### src/design/odo_pkg.sv
`timescale 1ns / 1ps
`default_nettype none
// ----------------------------------------------------------------------------
// Odometry pose update: shared types and constants
// Formats, widths and the CORDIC arctangent table of the pose update pipeline.
// ----------------------------------------------------------------------------
package odo_pkg;

    localparam int POS_BITS      = 32;
    localparam int ANGLE_BITS    = 16;
    localparam int CORDIC_STAGES = 16;

    localparam int PHASE_BITS   = 32;
    localparam int Z_BITS       = PHASE_BITS + 1;
    localparam int XY_BITS      = 34;
    localparam int CS_BITS      = 32;
    localparam int FRAC_BITS    = 30;
    localparam int PROD_BITS    = POS_BITS + CS_BITS;
    localparam int QUO_BITS     = PROD_BITS - FRAC_BITS;
    localparam int SUM_BITS     = ((QUO_BITS > POS_BITS) ? QUO_BITS : POS_BITS) + 2;
    localparam int ATAN_ENTRIES = 24;

    typedef logic signed [POS_BITS-1:0]   pos_t;
    typedef logic signed [ANGLE_BITS-1:0] angle_t;
    typedef logic signed [XY_BITS-1:0]    xy_t;
    typedef logic signed [Z_BITS-1:0]     z_t;
    typedef logic signed [CS_BITS-1:0]    cs_t;
    typedef logic signed [PROD_BITS-1:0]  prod_t;
    typedef logic signed [QUO_BITS-1:0]   quo_t;
    typedef logic signed [SUM_BITS-1:0]   sum_t;

    // 1/K in Q2.30
    localparam xy_t INV_GAIN = XY_BITS'(652032874);

    localparam z_t QUARTER_TURN = Z_BITS'(64'sd1 <<< (PHASE_BITS - 2));

    localparam logic [PHASE_BITS-1:0] ATAN_PHASE [ATAN_ENTRIES] = '{
        32'd536870912, 32'd316933406, 32'd167458907, 32'd85004756,
        32'd42667331,  32'd21354465,  32'd10679838,  32'd5340245,
        32'd2670163,   32'd1335087,   32'd667544,    32'd333772,
        32'd166886,    32'd83443,     32'd41722,     32'd20861,
        32'd10430,     32'd5215,      32'd2608,      32'd1304,
        32'd652,       32'd326,       32'd163,       32'd81
    };

    typedef struct packed {
        pos_t   pos_x;
        pos_t   pos_y;
        pos_t   travel;
        angle_t heading;
        logic   flip;
    } side_t;

    typedef struct packed {
        xy_t x;
        xy_t y;
        z_t  z;
    } rot_t;

endpackage
`default_nettype wire

### src/design/odo_front.sv
`timescale 1ns / 1ps
`default_nettype none
// ----------------------------------------------------------------------------
// Odometry pose update: front stage
// Forms the travel direction, folds it into the right half plane and sums
// the new heading.
// ----------------------------------------------------------------------------
module odo_front
    import odo_pkg::*;
(
    input  wire logic   clk,
    input  wire logic   rst_n,
    input  wire logic   adv,
    input  wire logic   in_valid,
    input  wire pos_t   pos_x,
    input  wire pos_t   pos_y,
    input  wire angle_t heading,
    input  wire angle_t turn_first,
    input  wire pos_t   distance,
    input  wire angle_t turn_second,
    output logic        valid,
    output z_t          z,
    output side_t       side
);

    logic                  valid_reg;
    z_t                    z_reg;
    z_t                    z_next;
    side_t                 side_reg;
    side_t                 side_next;
    angle_t                dir_angle;
    logic [PHASE_BITS-1:0] phase;
    logic [PHASE_BITS-1:0] folded;
    logic                  flip;

    always_comb
    begin
        dir_angle = heading + turn_first;
        phase     = {dir_angle, {(PHASE_BITS - ANGLE_BITS){1'b0}}};
        // outside the quarter turns: drop half a turn
        flip      = phase[PHASE_BITS-1] ^ phase[PHASE_BITS-2];
        folded    = {phase[PHASE_BITS-1] ^ flip, phase[PHASE_BITS-2:0]};
        z_next    = $signed({folded[PHASE_BITS-1], folded});

        side_next.pos_x   = pos_x;
        side_next.pos_y   = pos_y;
        side_next.travel  = distance;
        side_next.heading = dir_angle + turn_second;
        side_next.flip    = flip;
    end

    always_ff @(posedge clk or negedge rst_n)
    begin
        if (!rst_n)
        begin
            valid_reg <= 1'b0;
        end
        else if (adv)
        begin
            valid_reg <= in_valid;
        end
    end

    always_ff @(posedge clk)
    begin
        if (adv && in_valid)
        begin
            z_reg    <= z_next;
            side_reg <= side_next;
        end
    end

    assign valid = valid_reg;
    assign z     = z_reg;
    assign side  = side_reg;

    a_folded_range: assert property (@(posedge clk) disable iff (!rst_n)
        valid_reg |-> (z_reg >= -QUARTER_TURN) && (z_reg < QUARTER_TURN))
        else $error("folded angle outside the right half plane");

endmodule
`default_nettype wire

### config.mk
export PLATFORM = sky130hd
export DESIGN_NAME = odo_front
export DESIGN_NICKNAME = d
export VERILOG_FILES = /design/src/design/odo_pkg.sv /design/src/design/odo_front.sv
export SDC_FILE = /design/constraint.sdc
export NUM_CORES = 1
export LEC_CHECK = 0
export BUFFER_PORTS_ARGS = -buffer_cell sky130_fd_sc_hd__clkbuf_2
export CAP_MARGIN = 15
export CORE_AREA = 2 2 114 116
export DETAILED_ROUTE_END_ITERATION = 16
export DIE_AREA = 0 0 116 118
export PLACE_DENSITY = 0.79
export SETUP_SLACK_MARGIN = 0.1
export SYNTH_ARGS = -nofsm -noshare
export SYNTH_HDL_FRONTEND = slang
export SYNTH_SLANG_ARGS = --single-unit
### constraint.sdc
create_clock -name clk -period 1 [get_ports clk]
set_input_delay 0.2 -clock clk [delete_from_list [all_inputs] [get_ports clk]]
set_output_delay 0.2 -clock clk [all_outputs]
set_load 0.02 [all_outputs]
Word level (Yosys, flattened, before mapping)
Cells that the tools add are included.
- add/subtract/negate cells: 2
- reductions and logical operators: 1
- bitwise gates (word level): 2
- operators by type and width (cell ; number):
    adder 16 bit ; 2
    XOR 1 bit ; 2
    logical AND 1 bit ; 1
- register bits after elaboration: 130
- output and inout bits: 147
- input port bits: 148
- logic and storage cells: 12

Depth between registers and ports, before layout
- depth after elaboration: 3
- depth in mapped cells: 17
- depth with buffers taken out: 17

Least setup slack after synthesis
No wires, ideal clock.
- path type: input port to flip-flop
- start: input port heading[0]
- end: register side_reg, in the netlist side[16] (data pin)
- path buffers: 0
- setup slack: -2806 ps
- stages on the path: 16
- data required time: 736 ps
- library setup time: 264 ps
- arrival time: 3543 ps
- cells stage by stage: ha_1 -> fa_1 -> a21o_1 -> a21oi_2 -> o211ai_2 -> o41a_1 -> o21ai_0 -> a21oi_1 -> xor2_1 -> ha_1 -> a21o_1 -> a21o_1 -> or3b_2 -> a311oi_1 -> a211oi_1 -> xnor2_1
- RTL lines (what ; RTL line ; source):
    from (decl) ; odo_front.sv:17 ; input wire angle_t heading,
    to (signal assigned) ; odo_front.sv:69 ; side_reg <= side_next;
    to (decl) ; odo_front.sv:29 ; side_t side_reg;

==> impl_metrics.yaml <==
clock_tree:
  cts.clk_slew.worst_paths_ns: 0.07
  numCtsBuffers: 17
  cts_tree: "yes"
  clkLatencyLatePin_ns: 0.41
  clockRootBuffer: "clkbuf_16"
  cts.sinks: 130
  clock_path_buffers: 2
  h-tree-depth: 4
drt:
  wirelength_um: 25200
  wl_per_cell_um: 24.90
  drt_iter0_drc: 707
  vias: 5351
  dr.pass1.iters: 4
  drcViolationCount: 0
  ant_nets: 0
  viasPerCell: 5.288
placed_design:
  dp_cells: 854
  numPortBuffers: 278
  hpwl_um: 12400
  gp_congestion: 0.9202
  postPlaceCellArea_sq_um: 7717
cells_and_area:
  post-route-cell-area_sq_um: 10620
  largest_reg_flops: 113
  area_delta_synth_final_pct: 93.88
  drive_above_1_share_pct: 55.98
  layout_commonest_cell: "clkbuf_2"
  most-common-layout-cells: "147 x clkbuf_2, 129 x edfxtp_1, 128 x buf_6"
  fin_nets: 1005
  fin_util_pct: 85.53
  final_cells: 1012
logic_synthesis:
  synth_top_area_share_pct: 70.73
  synthFlopType: "edfxtp_1"
  yosysSeqAreaShare_pct: 71.19
  async_flop_share_pct: 0.7692
  synth_area_sq_um: 5477
  ys_top_cells_by_area: "edfxtp_1 71%, ha_1 7.3%, xnor2_1 2.6%, buf_4 2.3%, a21oi_1 2.0%"
  avgSynthCellArea_sq_um: 16.45
  ys_types: 50
  synth-edff-count: 129
  synth.largest_area_cell: "edfxtp_1"
  ys_warn_count: 0
  ys_seq_elements: 130
  syn_inst: 333
power:
  power_density_nw_per_um2: 1820
  power.total_mw: 19.32
  ir_worst_vdd_mv: 1.163
  cellLeakagePower_nw: 4.663
setup_path:
  cp-end-kind: "register"
  critPathRequiredTime_ns: 1.16
  max_stage_delay_ns: 0.37
  crit_path_start_kind: "primary input"
  critPathBufInv: 12
  criticalPathCategory: "in -> reg"
  crit_path_top_delay_cell: "fa_2"
  crit_arrival_ns: 3.67
  crit_top_cell: "buf_6"
  path_delay_family: "buffers and inverters"
  crit_chain: "buf_8, ha_4, fa_2, buf_6, buf_6, buf_6, buf_6, buf_6, buf_6, buf_6, buf_6, buf_6, buf_6, buf_8, xor2_4, ha_4, a21o_1, a21oi_2, o21ai_2, a31o_4, a41o_1, a21oi_2, xnor2_2"
  critPathMaxFanout: 3
timing:
  hold_viol: 0
  setup_viol: 161
  fin_skew_ns: 0
  hold_slack_ns: 0.1063
  fin_crit_sh_pct: 350.9
  period_needed_ns: 3.509
  rsz0062_at_grt: "true"
  fmax_ghz: 0.2850
  slew_viol_final: 0
  setup_slack_ns: -2.509
grt:
  antenna_found_initial: 4
  track_usage_pct: 30.05
  overflow: 0
  grt_pass1_vias: 5143
  grt_pass1_wl_um: 30080
  grt_max_degree: 46
floorplanning:
  rows: 41
  core-area_sq_um: 12410
  io_pins: 295
  chipWidth_um: 116
  start_util_pct: 44.11
  die_area_sq_um: 13690
  chipHeight_um: 118
min_path:
  hp-class: "in -> reg"
flow_run:
  drv_cap: 0
status:
  violations: "setup timing"
  status: "finished with violations"
synthesized netlist by cell type (2+ instances only):
master      n
a211o_1     2
a211oi_1    3
a21boi_0    2
a21o_1      9
a21oi_1    22
a31o_2      2
and2_1      3
and3_1      2
buf_4      17
edfxtp_1  129
fa_1        2
ha_1       32
inv_1      11
nand2_1     8
nor2_1     10
nor2b_1     2
o21a_1      3
o21ai_0    15
o21bai_1    2
o31a_1      2
xnor2_1    16
xor2_1     11
through the flow:
step	setup WS (ns)	setup TNS, ns
floorplan	-2.638	-106.63
global placement	-2.854	-54.56
detailed placement	-2.998	-57.78
CTS	-2.430	-60.86
global route	-2.610	-71.13
finish	-2.509	-66.92
final cells by class:
| cell class | instances | area [sq um] |
|---|---|---|
| Antenna cell | 4 | 10.01 |
| Clock buffer | 18 | 429.2 |
| Tap cell | 172 | 215.2 |
| Multi-Input combinational cell | 189 | 1894 |
| Timing Repair Buffer | 474 | 3991 |
| Fill cell | 573 | 1797 |
| Clock inverter | 14 | 137.6 |
| Sequential cell | 130 | 3899 |
| Inverter | 11 | 41.29 |
what timing repair did:
item / CTS / global route
setup endpoints to repair: 160 / 161
endpoints found under the hold margin: 97 / 0
hold buffers: 97 / 0
pin swaps: 42 / 33
setup buffers: 18 / 21
resized for setup: 75 / 374
layer usage:
metal / share of wire, % / global-route usage, %
met1: 35 / 35.47
met2: 50 / 50.55
met3: 9.3 / 8.651
met4: 5.8 / 13.32
met5: 0 / 0
final timing paths:
check	cells after the start	slack [ns]	end	startpoint
worst min-delay path	2	0.11	z[16]	turn_first[0]
max in group asynchronous	2	0.67	valid	rst_n
worst min register to register	1	0.67	valid	valid
min in group asynchronous	2	0.21	valid	rst_n
worst max register to register	1	0.13	valid	valid
worst max-delay path	23	-2.51	side[15]	heading[0]
cells by family after synthesis:
logic type	count (synthesis)	synth area share, %
DFF	130	71.19
AOI/OAI and AO/OA	78	9.779
adders and majority gates	34	8.042
and+or+nand+nor	32	2.925
buffers and inverters	29	3.290
xor gates and xnor gates	27	4.318
muxes	2	0.3884
other	1	0.06847
report_power, final:
group          switching [mW]  internal [mW]  total, mW
Clock                    2.56           3.67       6.22
Sequential              0.281           6.66       6.94
Combinational            3.01           3.14       6.16
Note: power is estimated with default switching activity, not from simulation.
